$ cat config.mk
export PLATFORM = sky130hd
export DESIGN_NAME = euclidean_distance_to_rows
export DESIGN_NICKNAME = d
export VERILOG_FILES = /design/src/hw/rtl/edr_pkg.sv /design/src/hw/rtl/euclidean_distance_to_rows.sv /design/src/hw/rtl/edr_ram.sv /design/src/hw/rtl/edr_front.sv /design/src/hw/rtl/edr_fifo.sv /design/src/hw/rtl/edr_back.sv
export SDC_FILE = /design/constraint.sdc
export NUM_CORES = 2
export LEC_CHECK = 0
export BUFFER_PORTS_ARGS = -buffer_cell sky130_fd_sc_hd__buf_2
export CORE_MARGIN = 3
export CORE_UTILIZATION = 57
export CTS_CLUSTER_SIZE = 10
export DETAILED_ROUTE_END_ITERATION = 8
export GPL_ROUTABILITY_DRIVEN = 0
export PLACE_DENSITY_LB_ADDON = 0.2
export SLEW_MARGIN = 20
export SYNTH_ARGS = -nofsm -noshare
export SYNTH_HDL_FRONTEND = slang
export SYNTH_SLANG_ARGS = --single-unit
$ cat constraint.sdc
create_clock -name clk -period 7.89 [get_ports clk]
set_clock_uncertainty 0.1 [all_clocks]
set_input_delay 0.3945 -clock clk [delete_from_list [all_inputs] [get_ports clk]]
set_output_delay 0.3945 -clock clk [all_outputs]
set_load 0.05 [all_outputs]
$ cat src/hw/rtl/edr_pkg.sv
`default_nettype none
package edr_pkg;

	localparam int QDEPTH = 4;
	localparam logic [6:0] DIM_RESET = 7'd64;
	localparam logic [6:0] COUNT_MAX = 7'd127;

	localparam logic CMD_LOAD = 1'b0;
	localparam logic CMD_ROW  = 1'b1;

	typedef struct packed {
		logic              command;
		logic [5:0]        elem_index;
		logic signed [15:0] elem_value;
		logic              row_last;
	} in_item_t;

	typedef struct packed {
		logic [18:0] distance;
		logic [37:0] sum_squares;
		logic        length_error;
	} out_item_t;

	// one finished row, handed from the accumulator to the root unit
	typedef struct packed {
		logic [37:0] sum_squares;
		logic        length_error;
	} row_sum_t;

	typedef enum logic [1:0] {
		BK_IDLE,
		BK_CALC,
		BK_HOLD
	} back_state_t;

endpackage
`default_nettype wire

$ cat src/hw/rtl/euclidean_distance_to_rows.sv
`default_nettype none
// Streams matrix rows one element per cycle (while full is low) against a stored
// query vector and returns, for each row, the sum of squared differences, its
// floor square root and a length error flag. The front end takes one item
// (query load or row element) every cycle that full is low, through a
// three-stage read/subtract/square pipeline into a running sum; finished rows
// enter a four-entry queue. The back end computes the square root one result
// bit per cycle, one row at a time, and takes the next row from the queue only
// after the current result has moved to the output register; rows that end
// faster than that fill the queue and hold off the front end through full.
// full is raised while four row ends are queued or in flight.
module euclidean_distance_to_rows
	import edr_pkg::*;
#(
	parameter int MAX_DIM = 64
) (
	input  wire logic       clk,
	input  wire logic       arst_n,
	input  wire logic       push,
	output logic            full,
	input  wire in_item_t   item,
	output logic            empty,
	input  wire logic       pop,
	output out_item_t       result,
	input  wire logic       cfg_we,
	input  wire logic [6:0] cfg_wdata
);
	logic     q_wr, q_rd, q_empty;
	row_sum_t q_wdata, q_rdata;

	edr_front #(.MAX_DIM(MAX_DIM)) u_front (
		.clk       (clk),
		.arst_n    (arst_n),
		.push      (push),
		.full      (full),
		.item      (item),
		.cfg_we    (cfg_we),
		.cfg_wdata (cfg_wdata),
		.q_wr      (q_wr),
		.q_wdata   (q_wdata),
		.q_rd      (q_rd)
	);

	edr_fifo u_fifo (
		.clk    (clk),
		.arst_n (arst_n),
		.wr     (q_wr),
		.wdata  (q_wdata),
		.rd     (q_rd),
		.rdata  (q_rdata),
		.empty  (q_empty)
	);

	edr_back u_back (
		.clk     (clk),
		.arst_n  (arst_n),
		.q_rdata (q_rdata),
		.q_empty (q_empty),
		.q_rd    (q_rd),
		.empty   (empty),
		.pop     (pop),
		.result  (result)
	);
endmodule
`default_nettype wire

$ cat src/hw/rtl/edr_ram.sv
`default_nettype none
module edr_ram #(
	parameter int WIDTH = 16,
	parameter int DEPTH = 64,
	localparam int AW = (DEPTH > 1) ? $clog2(DEPTH) : 1
) (
	input  wire logic             clk,
	input  wire logic             we,
	input  wire logic [AW-1:0]    waddr,
	input  wire logic [WIDTH-1:0] wdata,
	input  wire logic [AW-1:0]    raddr,
	output logic      [WIDTH-1:0] rdata
);
	logic [WIDTH-1:0] mem [DEPTH];

	always_ff @(posedge clk) begin
		if (we) begin
			mem[waddr] <= wdata;
		end
		rdata <= mem[raddr];
	end
endmodule
`default_nettype wire

$ cat src/hw/rtl/edr_front.sv
`default_nettype none
module edr_front
	import edr_pkg::*;
#(
	parameter int MAX_DIM = 64
) (
	input  wire logic     clk,
	input  wire logic     arst_n,
	input  wire logic     push,
	output logic          full,
	input  wire in_item_t item,
	input  wire logic     cfg_we,
	input  wire logic [6:0] cfg_wdata,
	output logic          q_wr,
	output row_sum_t      q_wdata,
	input  wire logic     q_rd
);
	localparam int AW = (MAX_DIM > 1) ? $clog2(MAX_DIM) : 1;
	localparam int PW = $clog2(QDEPTH) + 1;

	logic [6:0]    dim_q;
	logic [6:0]    cnt_q;
	logic [PW-1:0] pend_q;
	logic [37:0]   sum_q;

	logic          accept, is_row, is_load;
	logic [6:0]    cnt_inc;
	logic          in_range, err;
	logic [15:0]   rd_data;

	logic          valid_s1, use_s1, last_s1, err_s1;
	logic [15:0]   value_s1;
	logic          valid_s2, last_s2, err_s2;
	logic [15:0]   abs_s2;
	logic          valid_s3, last_s3, err_s3;
	logic [31:0]   sq_s3;

	logic [16:0]   diff;
	logic [38:0]   sum_wide;
	logic [37:0]   sum_sat;

	assign accept  = push && !full;
	assign is_row  = accept && (item.command == CMD_ROW);
	assign is_load = accept && (item.command == CMD_LOAD) && (32'(item.elem_index) < MAX_DIM);

	// space is reserved for every row end still in flight toward the queue
	assign full = (pend_q == PW'(QDEPTH));

	assign cnt_inc  = (cnt_q == COUNT_MAX) ? cnt_q : cnt_q + 7'd1;
	assign in_range = (32'(cnt_q) < 32'(dim_q)) && (32'(cnt_q) < MAX_DIM);
	assign err      = (cnt_inc != dim_q) || (dim_q == 7'd0) || (32'(dim_q) > MAX_DIM);

	edr_ram #(.WIDTH(16), .DEPTH(MAX_DIM)) u_query (
		.clk   (clk),
		.we    (is_load),
		.waddr (AW'(item.elem_index)),
		.wdata (item.elem_value),
		.raddr (AW'(cnt_q)),
		.rdata (rd_data)
	);

	always_ff @(posedge clk or negedge arst_n) begin
		if (!arst_n) begin
			dim_q  <= DIM_RESET;
			cnt_q  <= '0;
			pend_q <= '0;
		end else begin
			if (cfg_we) begin
				dim_q <= cfg_wdata;
			end
			if (is_row) begin
				cnt_q <= item.row_last ? 7'd0 : cnt_inc;
			end
			case ({is_row && item.row_last, q_rd})
				2'b10:   pend_q <= pend_q + PW'(1);
				2'b01:   pend_q <= pend_q - PW'(1);
				default: pend_q <= pend_q;
			endcase
		end
	end

	always_ff @(posedge clk or negedge arst_n) begin
		if (!arst_n) begin
			valid_s1 <= 1'b0;
			valid_s2 <= 1'b0;
			valid_s3 <= 1'b0;
		end else begin
			valid_s1 <= is_row;
			valid_s2 <= valid_s1;
			valid_s3 <= valid_s2;
		end
	end

	assign diff = {value_s1[15], value_s1} - {rd_data[15], rd_data};

	always_ff @(posedge clk) begin
		value_s1 <= item.elem_value;
		use_s1   <= in_range;
		last_s1  <= item.row_last;
		err_s1   <= err;

		// |diff| is at most 65535, so 16 bits hold it
		if (!use_s1) begin
			abs_s2 <= '0;
		end else if (diff[16]) begin
			abs_s2 <= 16'(-diff);
		end else begin
			abs_s2 <= diff[15:0];
		end
		last_s2 <= last_s1;
		err_s2  <= err_s1;

		sq_s3   <= 32'(abs_s2) * 32'(abs_s2);
		last_s3 <= last_s2;
		err_s3  <= err_s2;
	end

	assign sum_wide = {1'b0, sum_q} + 39'(sq_s3);
	assign sum_sat  = sum_wide[38] ? '1 : sum_wide[37:0];

	always_ff @(posedge clk or negedge arst_n) begin
		if (!arst_n) begin
			sum_q <= '0;
		end else if (valid_s3) begin
			sum_q <= last_s3 ? 38'd0 : sum_sat;
		end
	end

	assign q_wr                 = valid_s3 && last_s3;
	assign q_wdata.sum_squares  = sum_sat;
	assign q_wdata.length_error = err_s3;

	a_pend_bound: assert property (@(posedge clk) disable iff (!arst_n)
		pend_q <= PW'(QDEPTH))
		else $error("row-end reservation count overran the queue depth");

	a_sum_clear: assert property (@(posedge clk) disable iff (!arst_n)
		valid_s3 && last_s3 |=> sum_q == 38'd0)
		else $error("sum not cleared after row end");

	a_row_flow: assert property (@(posedge clk) disable iff (!arst_n)
		is_row |-> ##3 valid_s3)
		else $error("row item lost in the front pipeline");
endmodule
`default_nettype wire

$ cat src/hw/rtl/edr_fifo.sv
`default_nettype none
module edr_fifo
	import edr_pkg::*;
(
	input  wire logic     clk,
	input  wire logic     arst_n,
	input  wire logic     wr,
	input  wire row_sum_t wdata,
	input  wire logic     rd,
	output row_sum_t      rdata,
	output logic          empty
);
	localparam int AW = $clog2(QDEPTH);

	row_sum_t    mem_q [QDEPTH];
	logic [AW-1:0] wp_q, rp_q;
	logic [AW:0]   cnt_q;

	assign empty = (cnt_q == '0);
	assign rdata = mem_q[rp_q];

	always_ff @(posedge clk) begin
		if (wr) begin
			mem_q[wp_q] <= wdata;
		end
	end

	always_ff @(posedge clk or negedge arst_n) begin
		if (!arst_n) begin
			wp_q  <= '0;
			rp_q  <= '0;
			cnt_q <= '0;
		end else begin
			if (wr) begin
				wp_q <= wp_q + AW'(1);
			end
			if (rd) begin
				rp_q <= rp_q + AW'(1);
			end
			case ({wr, rd})
				2'b10:   cnt_q <= cnt_q + (AW+1)'(1);
				2'b01:   cnt_q <= cnt_q - (AW+1)'(1);
				default: cnt_q <= cnt_q;
			endcase
		end
	end

	a_no_overflow: assert property (@(posedge clk) disable iff (!arst_n)
		!(wr && !rd && cnt_q == (AW+1)'(QDEPTH)) && !(rd && empty))
		else $error("row queue overflow or underflow");
endmodule
`default_nettype wire

$ cat src/hw/rtl/edr_back.sv
`default_nettype none
module edr_back
	import edr_pkg::*;
(
	input  wire logic     clk,
	input  wire logic     arst_n,
	input  wire row_sum_t q_rdata,
	input  wire logic     q_empty,
	output logic          q_rd,
	output logic          empty,
	input  wire logic     pop,
	output out_item_t     result
);
	back_state_t state_q, state_nxt;

	logic [37:0] rem_q, sum_q;
	logic [39:0] root_q;
	logic [38:0] bit_q;
	logic        err_q;
	logic        out_valid_q;
	out_item_t   out_q;

	logic [39:0] trial;
	logic        ge;
	logic        load, step, emit;

	// bit-pair restoring square root, one result bit per cycle
	assign trial = root_q + {1'b0, bit_q};
	assign ge    = {2'b0, rem_q} >= trial;

	always_comb begin
		state_nxt = state_q;
		case (state_q)
			BK_IDLE: if (!q_empty) state_nxt = BK_CALC;
			BK_CALC: if (bit_q[0]) state_nxt = BK_HOLD;
			BK_HOLD: if (!out_valid_q) state_nxt = BK_IDLE;
			default: state_nxt = BK_IDLE;
		endcase
	end

	always_comb begin
		load = 1'b0;
		step = 1'b0;
		emit = 1'b0;
		case (state_q)
			BK_IDLE: load = !q_empty;
			BK_CALC: step = 1'b1;
			BK_HOLD: emit = !out_valid_q;
			default: ;
		endcase
	end

	assign q_rd = load;

	always_ff @(posedge clk or negedge arst_n) begin
		if (!arst_n) begin
			state_q     <= BK_IDLE;
			out_valid_q <= 1'b0;
		end else begin
			state_q <= state_nxt;
			if (emit) begin
				out_valid_q <= 1'b1;
			end else if (pop) begin
				out_valid_q <= 1'b0;
			end
		end
	end

	always_ff @(posedge clk) begin
		if (load) begin
			rem_q  <= q_rdata.sum_squares;
			sum_q  <= q_rdata.sum_squares;
			err_q  <= q_rdata.length_error;
			root_q <= '0;
			bit_q  <= 39'd1 << 38;
		end else if (step) begin
			if (ge) begin
				rem_q  <= rem_q - trial[37:0];
				root_q <= (root_q >> 1) + {1'b0, bit_q};
			end else begin
				root_q <= root_q >> 1;
			end
			bit_q <= bit_q >> 2;
		end
		if (emit) begin
			out_q.distance     <= root_q[18:0];
			out_q.sum_squares  <= sum_q;
			out_q.length_error <= err_q;
		end
	end

	assign empty  = !out_valid_q;
	assign result = out_q;

	a_calc_bit: assert property (@(posedge clk) disable iff (!arst_n)
		state_q == BK_CALC |-> $onehot(bit_q))
		else $error("root step bit lost");

	a_hold_done: assert property (@(posedge clk) disable iff (!arst_n)
		state_q == BK_HOLD |-> bit_q == '0 && root_q[39:19] == '0)
		else $error("root not finished or out of range");
endmodule
`default_nettype wire
# After elaboration in Yosys (flattened, before gate mapping)
# Memories as Yosys holds them, arrays and structs flattened. A register that Yosys moved wholly into a read port is not among the register bits.
# Index checks and enable logic that the tools add are counted.
# word_totals
regBits	334
ram_bits	1180
in_bits	36
out_inout_bits	60
word_cells	108
mem_count	2
# memory_table
name	depth	word_bits	read_ports	rd_clocked_by_memory_dff	wr	line_no	source
u_front.u_query.mem	64	16	1	1	1	edr_ram.sv:14	logic [WIDTH-1:0] mem [DEPTH];
u_fifo.mem_q	4	39	1	0	1	edr_fifo.sv:15	row_sum_t mem_q [QDEPTH];
# classes
add_sub_neg	13
mul	1
magnitude_cmp	4
eq_ne	12
muxes	24
bitwise	1
n_reduce_logical	21
# ops
cell	n
two-way mux 38 bit	5
adder 39 x 39 -> 40 bit	1
adder 40 x 39 -> 40 bit	1
>= comparator 38 x 40 -> 1 bit	1
two-way mux 40 bit	1
adder 38 x 32 -> 39 bit	1
subtractor 38 bit	1
multiplier 16 x 16 -> 32 bit	1
subtractor 16 x 16 -> 17 bit	1
two-way mux 16 bit	1
negation 16 bit	1
two-way mux 7 bit	2
case mux 3 bit (2 select lines)	2
nonzero test 2 bit	5
two-way mux 1 bit	9
adder 7 x 1 -> 7 bit (second input constant)	1
equality test 7 bit (second input constant)	1
greater-than comparator 7 bit (second input constant)	1
zero test 7 bit	1
less-than comparator 7 bit	1
less-than comparator 7 bit (second input constant)	1
inequality test 7 bit	1
adder 3 x 1 -> 3 bit (second input constant)	2
equality test 2 x 1 -> 1 bit (second input constant)	3
other kinds (16)	31

# Longest topological paths before layout
# logic_depth
word_depth	7
ltp_mapped	27
mapped_depth_nobuf	25

# Modules after synthesis
# From an unflattened synthesis, not the netlist that was laid out.
# hier_totals
cells_unflattened	4904
hier_area_um2	72487.0
# modules_own_cells
module	instances	cells_each	area_per_inst_um2	seq_area_each_um2
edr_ram	1	1829	40042.2	31069.8
edr_front	1	1647	14626.5	2854.0
edr_back	1	1188	11752.5	5330.1
edr_fifo	1	240	6065.8	4859.7

# Worst setup path after synthesis
# No wires, ideal clock.
# synth_timing
path_type	register to register
startpoint	register u_back.root_q[8]
endpoint	register u_back.rem_q[0] (enable)
setup_ns	0.486
arrival_time_ns	7.128
required_ns	7.304
path_slack_ns	0.176
stages_incl_launch_ff	21
path_buffers	2
synth_period_minus_slack_ns	7.714
path_cell_list	dfxtp_1 > ha_1 > a31oi_1 > nand2_1 > o21ai_0 > nor2_1 > nor3b_1 > o21bai_1 > a31oi_1 > xor2_1 > ha_1 > nand4_1 > nor3_1 > nand4_1 > nor2_1 > a2111oi_4 > o31a_1 > or3_4 > buf_4 > buf_4 > o21ai_0
# synth_between
elab_chain_cells	4
# synth_lines
item	line_no	source
start, declared	edr_back.sv:17	logic [39:0] root_q;
start signal, assigned	edr_back.sv:79	root_q <= (root_q >> 1) + {1'b0, bit_q};
start signal, assigned	edr_back.sv:81	root_q <= root_q >> 1;
adder 40 x 39 -> 40 bit	edr_back.sv:28	assign trial = root_q + {1'b0, bit_q};
>= comparator 38 x 40 -> 1 bit	edr_back.sv:29	assign ge = {2'b0, rem_q} >= trial;
nonzero test 2 bit (no source line)	--	
AND reduction 2 bit (no source line)	--	
end signal, assigned	edr_back.sv:71	rem_q <= q_rdata.sum_squares;
end signal, assigned	edr_back.sv:78	rem_q <= rem_q - trial[37:0];
end, declared	edr_back.sv:16	logic [37:0] rem_q, sum_q;
# Every way passes these cells.
# A chain may end at the register's enable or synchronous reset.

# Worst setup path in the final report
# layout_timing
startpoint	register u_front.abs_s2[5]
endpoint	register u_front.sq_s3[31]
# layout_between
elab_chain_cells	1
# layout_lines
item	line_no	source
start, declared	edr_front.sv:34	logic [15:0] abs_s2;
start signal, assigned	edr_front.sv:106	abs_s2 <= 16'(-diff);
start signal, assigned	edr_front.sv:108	abs_s2 <= diff[15:0];
multiplier 16 x 16 -> 32 bit	edr_front.sv:113	sq_s3 <= 32'(abs_s2) * 32'(abs_s2);
end signal, assigned	edr_front.sv:113	
end, declared	edr_front.sv:36	logic [31:0] sq_s3;
# Every way passes these cells.

==> metrics.md <==
| Metric | Value |
|---|---|
| Outcome | complete, no violations |
| Syn-to-layout area delta | 11.13% |
| Fin Setup TNS | 0 ns |
| Port Buffers | 95 |
| Sink Count | approximately 1500 |
| Tightest Pin Transition | between 1 and 1.5 ns |
| CP endpoint kind | flip-flop |
| Rel. slew slack | 0.2073 |
| Overflow after GRT | 0 |
| Endpoints failing setup | 0 |
| Slew Viols, Final | 0 |
| Ranking of synthesized cells by area | edfxtp_1 (55%), mux4_2 (12%), fa_1 (4.6%) |
| MaxCap Viol Count | 0 |
| List of most frequent post-synthesis cells | edfxtp_1 (1315), inv_1 (386), mux4_2 (375), nand2_1 (263), ha_1 (242) |
| TritonCTS clock tree | yes |
| Count of nets after finishing | around 5300 |
| Vias in the first global route | 40550 |
| CTS Hold Buffers Added | 24 |
| # resized after CTS | 0 |
| Final Non-Filler Cells | roughly 6600 |
| Hold WC Path Type | in2reg |
| Final worst path period share | 0.8831 |
| Synth Net Count | 5081 |
| Detailed placer's ending HPWL | 98750 um |
| Root Buffer | clkbuf_16 |
| Via/cell ratio | approximately 6 |
| Die width | around 360 um |
| RSZ-0062 raised after global routing | no |
| H-tree depth | 4 |
| Post-synth ARST share | 0.04447 |
| Largest net degree at the start of global routing | between 100 and 150 |
| Initial antenna violation count | 8 |
| Post-CTS setup buffer count | 0 |
| Synth Register Bits | between 1500 and 2000 |
| Rows | around 130 |
| DRC Markers | 0 |
| Worst EP arrival | approximately 7.6 ns |
| Initial Util | 0.5761 |
| Most numerous cell in the Yosys netlist | edfxtp_1 |
| Routed wire length | approximately 150000 um |
| EDFF count, synth | about 1300 |
| Placed insts | about 6300 |
| Most used DFF post-synth | edfxtp_1 |
| Startpoint types | flip-flop |
| Distinct cells, synth | between 80 and 90 |
| Die height | between 300 and 400 um |
| GRT Resource Usage Total | 0.2417 |
| Worst-Skew Late Latency | 0.79 ns |
| Layout cell share with drive strength beyond 1 | 0.1675 |
| WS Path Type | reg2reg |
| Max Fclk | between 100 and 150 MHz |
| Seq/Total Area, Yosys | 0.6169 |
| Max Root-Sink Buffers | 3 |
| Synth area leader | edfxtp_1 |
| Fin worst setup slack | approximately 0.92 ns |
| Die area | approximately 0.13 mm^2 |
| Mapped Area | a little over 0.07 mm^2 |
| First-pass GRT wire length | approximately 240000 um |
| CP max FO | 17 |
| Vias | 39630 |
| Post-synth top area share | 0.5522 |
| Hold Vio Cnt, Final | 0 |
| Pre-CTS WS | between 1 and 1.5 ns |
| Post-layout min period | 6.967 ns |
| Core Area | approximately 0.12 mm^2 |
| Clock slew at reported path FFs | ~0.060 ns |
| Number of fill cells | between 8000 and 9000 |
| Critical Path RT | 8.49 ns |
| Syn Area/Cell | between 15 and 20 um^2 |
| Initial DRC count | 3652 |
| I/O pin cnt | 96 |
| Drt first pass iters | 6 |
| CTS buffer count | approximately 170 |
| Synth Instances | approximately 4600 |
| Drt wl/cell | ~23 um |
| Routed Antenna Nets | 0 |
| Synth warnings | 0 |
[state kept, by name, indices dropped and copies added (netlist names), 2 cells and up]
register,flops
u_front.u_query.mem,1024
u_fifo.mem_q,156
u_back.result,58
u_back.root_q,40
u_back.rem_q,38
u_back.sum_q,38
u_front.sum_q,38
u_front.sq_s3,31
u_back.bit_q,20
u_front.abs_s2,16
u_front.u_query.rdata,16
u_front.value_s1,16
u_front.cnt_q,7
u_front.dim_q,7
u_fifo.cnt_q,3
u_front.pend_q,3
u_back.state_q,2
u_fifo.rp_q,2
u_fifo.wp_q,2
[layout make-up]
cell class / instances / area [um^2] / area share
Inverter: 386 / 1451 / 0.01826
Sequential cell: 1529 / 44130 / 0.5553
Clock inverter: 19 / 356.6 / 0.004487
Clock buffer: 248 / 4705 / 0.05920
Multi-Input combinational cell: 2533 / 25200 / 0.3170
Timing Repair Buffer: 221 / 1577 / 0.01984
Tap cell: 1637 / 2048 / 0.02577
Antenna cell: 3 / 7.507 / 0.00009447
[per-layer routing]
layer | global-route usage | wire [um] | part of all wire | vias up
li1 | - | - | - | 17920
met1 | 0.3241 | 62820 | 0.41 | 20280
met2 | 0.4149 | 79070 | 0.51 | 1183
met3 | 0.03741 | 8034 | 0.052 | 251
met4 | 0.06802 | 3925 | 0.026 | 2
met5 | 0 | 12 | 0.000078 | -
[placed cells by master, fill, tap and decap left out, types with 28 or more instances in the layout]
cell type,instances
edfxtp_1,1315
inv_1,385
mux4_2,375
nand2_1,263
ha_1,242
nor2_1,219
a21oi_1,179
clkbuf_16,176
fa_1,166
dfxtp_1,146
o21ai_0,125
xnor2_1,111
buf_4,104
buf_2,83
xor2_1,73
clkbuf_1,69
nand3_1,67
and2_1,66
dfrtp_1,62
nor2b_1,58
nor3_1,56
a21o_1,53
a31oi_1,51
o21bai_1,33
a211oi_1,32
o22ai_1,32
dlygate4sd3_1,30
nand4_1,28
[critical path, cell delays in order, from the launching register on]
cell and delay [ns]:
dfxtp_1 0.76, and2_1 0.28, inv_1 0.07, fa_1 0.48, inv_1 0.05, fa_1 0.49, inv_1 0.06, fa_1 0.52
inv_1 0.05, fa_1 0.45, fa_1 0.49, inv_1 0.05, fa_1 0.48, inv_1 0.05, ha_1 0.38, a211o_1 0.33
a21oi_1 0.15, nor2b_1 0.07, a41o_1 0.25, o41ai_2 0.47, o21ai_1 0.18, o31a_1 0.29, o21a_1 0.18, nor2_1 0.11
xnor2_1 0.12
[through the flow]
stage	hold WS (ns)	area (um^2)	utilization
2_1_floorplan	-0.001091	71510	-
3_3_place_gp	0.1910	74050	0.5966
3_5_place_dp	0.1864	74050	0.5966
4_1_cts	0.07458	79350	0.6393
5_1_grt	0.001558	79460	0.6402
6_report	0.008740	79470	0.6403
[cells by family after synthesis]
family          after synthesis  share of synthesized area
xor+xnor                    184                    0.02254
buf+inv                     575                    0.03135
mux                         392                     0.1205
compound gates              666                    0.06019
simple gates                883                    0.05967
flops                      1529                     0.6169
fa+ha+maj                   408                    0.08882
[final timing paths]
| path | start | end | slack, ns | depth (start not counted) |
|---|---|---|---|---|
| setup / recovery | u_front.abs_s2[5] | u_front.sq_s3[31] | 0.92 | 24 |
| hold / removal | item[1] | u_front.value_s1[0] | 0.009 | 1 |
| setup reg to reg | u_front.abs_s2[5] | u_front.sq_s3[31] | 0.92 | 24 |
| hold reg to reg | u_front.err_s2 | u_front.err_s3 | 0.23 | 0 |
| max in group asynchronous | arst_n | u_front.sum_q[11] | 6.38 | 3 |
| min in group asynchronous | arst_n | u_front.sum_q[18] | 0.27 | 3 |
Power is left out: the tool's default activity adds up to more than one toggle a clock period on the data nets, which glitch-free logic cannot reach.
